$ cat src/rtl/seqnum_sorted_packet_buffer_macros.svh
// Assertion macros for the sorted packet buffer.
// Taken in by the RTL files that carry concurrent assertions; no other dependencies.
`ifndef SEQNUM_SORTED_PACKET_BUFFER_MACROS_SVH
`define SEQNUM_SORTED_PACKET_BUFFER_MACROS_SVH

// Same-cycle implication, checked out of reset.
`define SPB_ASSERT_NOW(label, clk, rstn, ante, cons) \
    label: assert property (@(posedge clk) disable iff (!(rstn)) (ante) |-> (cons)) \
        else $error("spb assertion failed (same cycle)");

// Next-cycle implication, checked out of reset.
`define SPB_ASSERT_NEXT(label, clk, rstn, ante, cons) \
    label: assert property (@(posedge clk) disable iff (!(rstn)) (ante) |=> (cons)) \
        else $error("spb assertion failed (next cycle)");

`endif

$ cat src/rtl/spb_pkg.sv
// Package for the sorted packet buffer: request and status codes, defaults,
// and the command and flag structs passed between the top level and the cells.
package spb_pkg;

    // Default sizing.
    localparam int SPB_DEPTH       = 32;
    localparam int SPB_SEQ_BITS    = 8;
    localparam int SPB_HANDLE_BITS = 16;

    // Fixed field widths.
    localparam int REQ_W    = 2;
    localparam int STATUS_W = 2;
    localparam int MAXSZ_W  = 6;
    localparam int FILL_W   = 6;

    // Value of the limit register after reset.
    localparam logic [MAXSZ_W-1:0] MAXSZ_RESET = 6'd1;

    typedef enum logic [REQ_W-1:0] {
        REQ_INSERT = 2'd0,
        REQ_PUSH   = 2'd1,
        REQ_POP    = 2'd2
    } req_t;

    typedef enum logic [STATUS_W-1:0] {
        ST_OK    = 2'd0,
        ST_FULL  = 2'd1,
        ST_DUP   = 2'd2,
        ST_EMPTY = 2'd3
    } status_t;

    // Per-cell command from the top level; at most one bit is set.
    typedef struct packed {
        logic ld_new;      // take the incoming entry
        logic shift_up;    // take the entry of the cell toward the head
        logic shift_down;  // take the entry of the cell toward the tail
    } spb_cell_cmd_t;

    // Per-cell compare flags against the incoming sequence number.
    typedef struct packed {
        logic ge;          // empty, or stored sequence is not smaller
        logic eq;          // occupied and stored sequence is equal
    } spb_cell_flag_t;

endpackage

$ cat src/rtl/spb_cell.sv
// One storage cell of the sorted packet buffer: occupancy, sequence and handle.
// Depends on spb_pkg for the command and flag structs.
module spb_cell
    import spb_pkg::*;
#(
    parameter int SEQ_BITS    = SPB_SEQ_BITS,
    parameter int HANDLE_BITS = SPB_HANDLE_BITS
) (
    input  logic                   aclk,
    input  logic                   aresetn,
    input  spb_cell_cmd_t          cmd,
    input  logic [SEQ_BITS-1:0]    key_seq,
    input  logic [HANDLE_BITS-1:0] key_hnd,
    input  logic                   up_occ,
    input  logic [SEQ_BITS-1:0]    up_seq,
    input  logic [HANDLE_BITS-1:0] up_hnd,
    input  logic                   dn_occ,
    input  logic [SEQ_BITS-1:0]    dn_seq,
    input  logic [HANDLE_BITS-1:0] dn_hnd,
    output logic                   occ,
    output logic [SEQ_BITS-1:0]    seq,
    output logic [HANDLE_BITS-1:0] hnd,
    output spb_cell_flag_t         flag
);

    logic                   occ_reg, occ_next;
    logic [SEQ_BITS-1:0]    seq_reg, seq_next;
    logic [HANDLE_BITS-1:0] hnd_reg, hnd_next;

    // Select the next content of the cell.
    always_comb begin
        occ_next = occ_reg;
        seq_next = seq_reg;
        hnd_next = hnd_reg;
        priority if (cmd.ld_new) begin
            occ_next = 1'b1;
            seq_next = key_seq;
            hnd_next = key_hnd;
        end else if (cmd.shift_up) begin
            occ_next = up_occ;
            seq_next = up_seq;
            hnd_next = up_hnd;
        end else if (cmd.shift_down) begin
            occ_next = dn_occ;
            seq_next = dn_seq;
            hnd_next = dn_hnd;
        end
    end

    // Occupancy is control state; the entry itself needs no reset.
    always_ff @(posedge aclk) begin
        if (!aresetn) begin
            occ_reg <= 1'b0;
        end else begin
            occ_reg <= occ_next;
        end
    end

    always_ff @(posedge aclk) begin
        seq_reg <= seq_next;
        hnd_reg <= hnd_next;
    end

    // Compare the stored sequence with the incoming one.
    always_comb begin
        flag.ge = !occ_reg || (seq_reg >= key_seq);
        flag.eq = occ_reg && (seq_reg == key_seq);
    end

    assign occ = occ_reg;
    assign seq = seq_reg;
    assign hnd = hnd_reg;

endmodule

$ cat src/rtl/seqnum_sorted_packet_buffer.sv
// Channel  | Group        | Contents
// input    | s_t*         | tuser: req_type; tdata: seq_number, pkt_handle
// result   | m_t*         | tuser: status; tdata: out_seq_number, out_handle, fill_count
// config   | cfg_wr_*     | max_size, written when cfg_wr_en is high
//
// Each request is accepted, applied to the cell row and its result registered
// at the same clock edge, so one transfer per cycle while the result register
// is empty or being drained.
// Reset (aresetn low, synchronous) empties the buffer and sets max_size to 1.
// A stalled result holds the input only while the result register is full.
//
// Top level of the sorted packet buffer: a row of spb_cell instances.
// Depends on spb_pkg, spb_cell and the assertion macro header.
`include "seqnum_sorted_packet_buffer_macros.svh"

module seqnum_sorted_packet_buffer
    import spb_pkg::*;
#(
    parameter int DEPTH       = SPB_DEPTH,
    parameter int SEQ_BITS    = SPB_SEQ_BITS,
    parameter int HANDLE_BITS = SPB_HANDLE_BITS,
    localparam int TDATA_IN_W  = ((SEQ_BITS + HANDLE_BITS + 7) / 8) * 8,
    localparam int TDATA_OUT_W = ((SEQ_BITS + HANDLE_BITS + FILL_W + 7) / 8) * 8
) (
    input  logic                   aclk,
    input  logic                   aresetn,
    // Configuration write.
    input  logic                   cfg_wr_en,
    input  logic [MAXSZ_W-1:0]     cfg_wr_data,
    // Input requests.
    input  logic                   s_tvalid,
    output logic                   s_tready,
    input  logic [TDATA_IN_W-1:0]  s_tdata,   // seq_number, pkt_handle, zero pad
    input  logic [REQ_W-1:0]       s_tuser,   // req_type
    // Results.
    output logic                   m_tvalid,
    input  logic                   m_tready,
    output logic [TDATA_OUT_W-1:0] m_tdata,   // out_seq_number, out_handle, fill_count, pad
    output logic [STATUS_W-1:0]    m_tuser    // status
);

    localparam int CNT_W = $clog2(DEPTH + 1);
    localparam int CMP_W = (CNT_W > MAXSZ_W) ? CNT_W : MAXSZ_W;

    // Limit register.
    logic [MAXSZ_W-1:0] max_size_reg;

    always_ff @(posedge aclk) begin
        if (!aresetn) begin
            max_size_reg <= MAXSZ_RESET;
        end else if (cfg_wr_en) begin
            max_size_reg <= cfg_wr_data;
        end
    end

    // Input fields.
    logic                   s_xfer;
    req_t                   req;
    logic [SEQ_BITS-1:0]    in_seq;
    logic [HANDLE_BITS-1:0] in_hnd;

    assign s_xfer = s_tvalid && s_tready;
    assign req    = req_t'(s_tuser);
    assign in_seq = s_tdata[SEQ_BITS-1:0];
    assign in_hnd = s_tdata[SEQ_BITS+HANDLE_BITS-1:SEQ_BITS];

    // Cell row wiring.
    logic [DEPTH-1:0]       occ_vec;
    logic [SEQ_BITS-1:0]    seq_a [DEPTH];
    logic [HANDLE_BITS-1:0] hnd_a [DEPTH];
    spb_cell_flag_t         flag_a [DEPTH];
    spb_cell_cmd_t          cmd_a [DEPTH];
    logic [DEPTH-1:0]       ge_vec, eq_vec, first_vec, below_vec, after_vec, push_vec;

    // Fill count.
    logic [CNT_W-1:0] count_reg, count_next;
    logic             full, dup, do_ins, do_push, do_pop;

    assign full = (CMP_W'(count_reg) >= CMP_W'(max_size_reg)) ||
                  (count_reg == CNT_W'(DEPTH));

    // Locate the insert point: the lowest cell that is empty or not smaller.
    always_comb begin
        for (int i = 0; i < DEPTH; i++) begin
            ge_vec[i]   = flag_a[i].ge;
            eq_vec[i]   = flag_a[i].eq;
            push_vec[i] = ((i == 0) ? 1'b1 : occ_vec[(i == 0) ? 0 : i-1]) && !occ_vec[i];
        end
        first_vec = ge_vec & (~ge_vec + DEPTH'(1));
        below_vec = first_vec - DEPTH'(1);
        after_vec = ~(below_vec | first_vec);
    end

    assign dup = |(first_vec & eq_vec);

    // Decode the accepted request.
    always_comb begin
        do_ins  = 1'b0;
        do_push = 1'b0;
        do_pop  = 1'b0;
        if (s_xfer) begin
            unique case (req)
                REQ_INSERT: do_ins  = !full && !dup;
                REQ_PUSH:   do_push = !full;
                REQ_POP:    do_pop  = (count_reg != '0);
                default:    ;
            endcase
        end
    end

    // Per-cell commands.
    always_comb begin
        for (int i = 0; i < DEPTH; i++) begin
            cmd_a[i].ld_new     = (do_ins && first_vec[i]) || (do_push && push_vec[i]);
            cmd_a[i].shift_up   = do_ins && after_vec[i];
            cmd_a[i].shift_down = do_pop;
        end
    end

    // The row of cells; cell 0 is the head.
    for (genvar g = 0; g < DEPTH; g++) begin : g_cell
        logic                   up_occ, dn_occ;
        logic [SEQ_BITS-1:0]    up_seq, dn_seq;
        logic [HANDLE_BITS-1:0] up_hnd, dn_hnd;

        if (g == 0) begin : g_head
            assign up_occ = 1'b1;
            assign up_seq = '0;
            assign up_hnd = '0;
        end else begin : g_mid_up
            assign up_occ = occ_vec[g-1];
            assign up_seq = seq_a[g-1];
            assign up_hnd = hnd_a[g-1];
        end

        if (g == DEPTH - 1) begin : g_tail
            assign dn_occ = 1'b0;
            assign dn_seq = '0;
            assign dn_hnd = '0;
        end else begin : g_mid_dn
            assign dn_occ = occ_vec[g+1];
            assign dn_seq = seq_a[g+1];
            assign dn_hnd = hnd_a[g+1];
        end

        spb_cell #(
            .SEQ_BITS    (SEQ_BITS),
            .HANDLE_BITS (HANDLE_BITS)
        ) u_cell (
            .aclk    (aclk),
            .aresetn (aresetn),
            .cmd     (cmd_a[g]),
            .key_seq (in_seq),
            .key_hnd (in_hnd),
            .up_occ  (up_occ),
            .up_seq  (up_seq),
            .up_hnd  (up_hnd),
            .dn_occ  (dn_occ),
            .dn_seq  (dn_seq),
            .dn_hnd  (dn_hnd),
            .occ     (occ_vec[g]),
            .seq     (seq_a[g]),
            .hnd     (hnd_a[g]),
            .flag    (flag_a[g])
        );
    end

    // Next fill count.
    always_comb begin
        count_next = count_reg;
        priority if (do_ins || do_push) begin
            count_next = count_reg + CNT_W'(1);
        end else if (do_pop) begin
            count_next = count_reg - CNT_W'(1);
        end
    end

    always_ff @(posedge aclk) begin
        if (!aresetn) begin
            count_reg <= '0;
        end else begin
            count_reg <= count_next;
        end
    end

    // Result register; the input is taken whenever it is empty or being drained.
    logic                   m_valid_reg;
    status_t                status_reg, status_next;
    logic [SEQ_BITS-1:0]    oseq_reg;
    logic [HANDLE_BITS-1:0] ohnd_reg;
    logic [FILL_W-1:0]      fill_reg;

    assign s_tready = !m_valid_reg || m_tready;

    always_comb begin
        status_next = ST_OK;
        unique case (req)
            REQ_INSERT: begin
                if (full) begin
                    status_next = ST_FULL;
                end else if (dup) begin
                    status_next = ST_DUP;
                end
            end
            REQ_PUSH: begin
                if (full) begin
                    status_next = ST_FULL;
                end
            end
            REQ_POP: begin
                if (count_reg == '0) begin
                    status_next = ST_EMPTY;
                end
            end
            default: status_next = ST_OK;
        endcase
    end

    always_ff @(posedge aclk) begin
        if (!aresetn) begin
            m_valid_reg <= 1'b0;
        end else if (s_tready) begin
            m_valid_reg <= s_tvalid;
        end
    end

    always_ff @(posedge aclk) begin
        if (s_xfer) begin
            status_reg <= status_next;
            oseq_reg   <= do_pop ? seq_a[0] : '0;
            ohnd_reg   <= do_pop ? hnd_a[0] : '0;
            fill_reg   <= FILL_W'(count_next);
        end
    end

    assign m_tvalid = m_valid_reg;
    assign m_tuser  = status_reg;
    assign m_tdata  = TDATA_OUT_W'({fill_reg, ohnd_reg, oseq_reg});

    // Checks on the cell row and the fill count.
    `SPB_ASSERT_NOW(a_occ_matches_count, aclk, aresetn,
        1'b1, $countones(occ_vec) == 32'(count_reg))
    `SPB_ASSERT_NOW(a_occ_thermometer, aclk, aresetn,
        1'b1, ((occ_vec + DEPTH'(1)) & occ_vec) == '0)
    `SPB_ASSERT_NEXT(a_pop_decrements, aclk, aresetn,
        s_xfer && (req == REQ_POP) && (count_reg != '0),
        count_reg == $past(count_reg) - CNT_W'(1))
    `SPB_ASSERT_NOW(a_full_only_at_limit, aclk, aresetn,
        m_tvalid && (m_tuser == ST_FULL),
        (CMP_W'(fill_reg) >= CMP_W'(max_size_reg)) || (CNT_W'(fill_reg) == CNT_W'(DEPTH)))

endmodule

$ cat config.mk
export PLATFORM = sky130hd
export DESIGN_NAME = seqnum_sorted_packet_buffer
export DESIGN_NICKNAME = d
export VERILOG_FILES = /design/src/rtl/spb_pkg.sv /design/src/rtl/spb_cell.sv /design/src/rtl/seqnum_sorted_packet_buffer.sv
export VERILOG_INCLUDE_DIRS = /design/src /design/src/rtl
export SDC_FILE = /design/constraint.sdc
export NUM_CORES = 2
export LEC_CHECK = 0
export BUFFER_PORTS_ARGS = -buffer_cell sky130_fd_sc_hd__buf_2
export CORE_UTILIZATION = 50
export DETAILED_ROUTE_END_ITERATION = 12
export GPL_TIMING_DRIVEN = 0
export PLACE_DENSITY = 0.66
export SLEW_MARGIN = 40
export SYNTH_ARGS = -nofsm -noshare
export SYNTH_HDL_FRONTEND = slang
export SYNTH_SLANG_ARGS = --single-unit
$ cat constraint.sdc
create_clock -name aclk -period 15.2 [get_ports aclk]
set_input_delay 0.76 -clock aclk [delete_from_list [all_inputs] [get_ports aclk]]
set_output_delay 0.76 -clock aclk [all_outputs]
set_load 0.02 [all_outputs]
==> impl_results.md <==
* Final nets at 5,197
* Remaining antenna violation count at 0
* Largest family of logic cells by synthesized area: multiplexers
* Critical path class: in2reg
* Initial antenna violation count at 2
* Worst Path Required at 15.78 ns
* Setup crit start kind: primary input
* HP Class: in2reg
* Mux cell area share after synthesis at 16.00%
* Synth Area in Simple Gates at 11.71%
* Worst slew margin at 33.74%
* Hold buffers post-CTS at 0
* Syn. warnings at 0
* Post-CTS sizing at 0
* Deepest clock path buffer count at 3
* # DRC at 0
* Status: finished clean
* Fmax achieved at 0.1263 GHz
* Most frequent cell after synthesis: edfxtp_1
* Clock-pin slew on the worst setup and hold paths at 0.05 ns
* Post-Syn Instances at 4,710
* Setup TNS at 0 ns
* Peak fanout along the critical path at 25
* Root Buffer Master: clkbuf_16
* Compound-cell area share of the yosys netlist at 12.33%
* Clk Latency, worst-skew pair at 0.71 ns
* Hold Vio Cnt, Final at 0
* Die X at 320.8 um
* Xor/xnor share of the synthesized area at 0.05170%
* TritonCTS clock tree: yes
* Seq/Total Area, Yosys at 49.04%
* Average cell area after synthesis at 10.79 um2
* DR pass1 iterations at 5
* Async S/R FF share, synth at 0%
* Synth-to-Final Area Change at 12.05%
* Htree depth at 3
* Vias/cell at 6.641
* Wire per inst at 32.27 um
* Setup ws final at 7.282 ns
* Post-synth top area cell: edfxtp_1
* Vias in the first global route at 38,780
* Critical path arrival at 8.50 ns
* Clk sinks at 845
* Final setup violation count at 0
* Largest net degree at the start of global routing at 34
* Total chip power at 7933 uW
* GPL Wtd Cong at 1.050
* Ys flop type: edfxtp_1
* Core area at 100,400 um2
* Post-synth EDFFs at 800
* Num CTS Buffers at 97
* HPWL Detailed at 151,500 um
* Mapped Area at 50,820 um2
* Synth cell count leaders: edfxtp_1, mux2i_1, nor2_1
* Share of layout cells above drive strength 1 at 11.91%
* Number of port buffers at 46
* Yosys reg bits at 845
* Synth unique cells at 86
* Slew @ Worst Pin at 0.9939 ns
* Initial core utilization at 50.60%
* GRT Util Overall at 38.97%
* Fin cells at 6,339
* GRT overflow at 0
* Total setup buffers inserted after CTS at 0
* Max reg flops at 512
* Tmin final at 7.918 ns
* # rows at 116
* Slew Limit Fails at 0
* Number of max-cap violations at 0
* Fraction of the mapped netlist area in adder cells at 6.525%
* Leak at 0.02460 uW
* Synth top area share at 47.27%
* Placed insts at 6,153
* Initial drt markers at 6,582
* RSZ-0062 raised after global routing: no
* Total die area at 102,900 um2
* Routed vias at 42,100
* Final wirelength at 204,600 um
* First-pass GRT wire length at 285,800 um
* Pwr dens at 139.3 nW/um2
* CP Capture Type: flip-flop
* Peak VDD IR at 0.1094 mV
* Area contributors post-synth: edfxtp_1, mux2i_1, ha_1
* Die H at 320.8 um
* Final Cycle Share at 52.09%
* Post-Place Setup Slack at 6.905 ns
* Layout Skew at 0.02914 ns
* I/O Pins at 73
power breakdown:
part / internal [uW] / switching (uW) / leakage, uW
logic: 698 / 1120 / 0.0152
clock network: 1460 / 1040 / 0.00162
registers: 3190 / 434 / 0.00775
cell usage in the layout (no fill, tap or decap), types with 26 or more instances in the layout:
cell type	instances
a21oi_1	466
a221o_1	26
a31oi_1	36
dfxtp_1	45
edfxtp_1	800
clkbuf_1	143
nand2_1	318
inv_1	97
nand4_1	60
o21a_1	27
clkbuf_16	99
nor2_1	510
nand2b_1	47
clkbuf_2	63
nor3_1	77
ha_1	265
buf_2	153
o21ai_0	235
a211oi_1	33
mux2i_1	778
nand3_1	68
buf_4	71
kinds of logic after synthesis:
family / Yosys count
mux: 803
simple gates: 1285
other cells: 1
flops: 845
fa+ha+maj: 265
buf+inv: 483
xor+xnor: 3
compound gates: 1025
final cells by class:
cell class	instances	area (um2)
multi-input cells	3383	23910
clock inverters	64	738.2
diodes	4	10.01
plain buffers	363	1852
clock buffers	118	2559
fillers	8548	43490
repair buffers	85	782.0
well taps	1357	1698
flip-flops and latches	845	24920
inverters	120	467.9
worst paths after layout:
kind	depth (start not counted)	endpoint	slack (ns)	startpoint
hold reg to reg	2	max_size_reg[0]	0.50	max_size_reg[0]
setup / recovery	18	g_cell[1].u_cell.occ	7.28	s_tdata[6]
setup reg to reg	16	g_cell[1].u_cell.occ	8.07	g_cell[3].u_cell.seq[0]
hold / removal	3	max_size_reg[0]	0.30	cfg_wr_data[0]
metal layers:
| layer | part of all wire (%) | vias up | GRT usage, % |
|---|---|---|---|
| li1 | - | 18070 | - |
| met1 | 40 | 20680 | 53.93 |
| met2 | 40 | 2854 | 53.46 |
| met5 | 0 | - | 0 |
| met3 | 13 | 485 | 11.60 |
| met4 | 6.6 | 0 | 23.48 |
through the flow:
step	area (um2)	util, %	hold WS (ns)
CTS	56910	56.66	0.2739
global placement	52750	52.52	0.4763
global route	56930	56.69	0.3281
floorplan	50820	-	0.4486
finish	56940	56.69	0.2988
detailed placement	53620	53.38	0.4808
worst max-delay path, stage by stage:
cell and delay [ns]:
clkbuf_1 0.68, inv_4 0.35, buf_12 0.28, ha_1 0.32, nand2_1 0.06, o2111ai_1 0.15, a31oi_1 0.63, nand4_1 0.72
nor3_2 0.77, nand3_1 0.16, o21ai_0 0.60, nor4_2 0.13, buf_2 0.21, buf_2 0.18, clkbuf_1 0.44, a31oi_1 0.70
nand3_2 0.80, o221a_2 0.51
(Power assumes the default switching activity.)
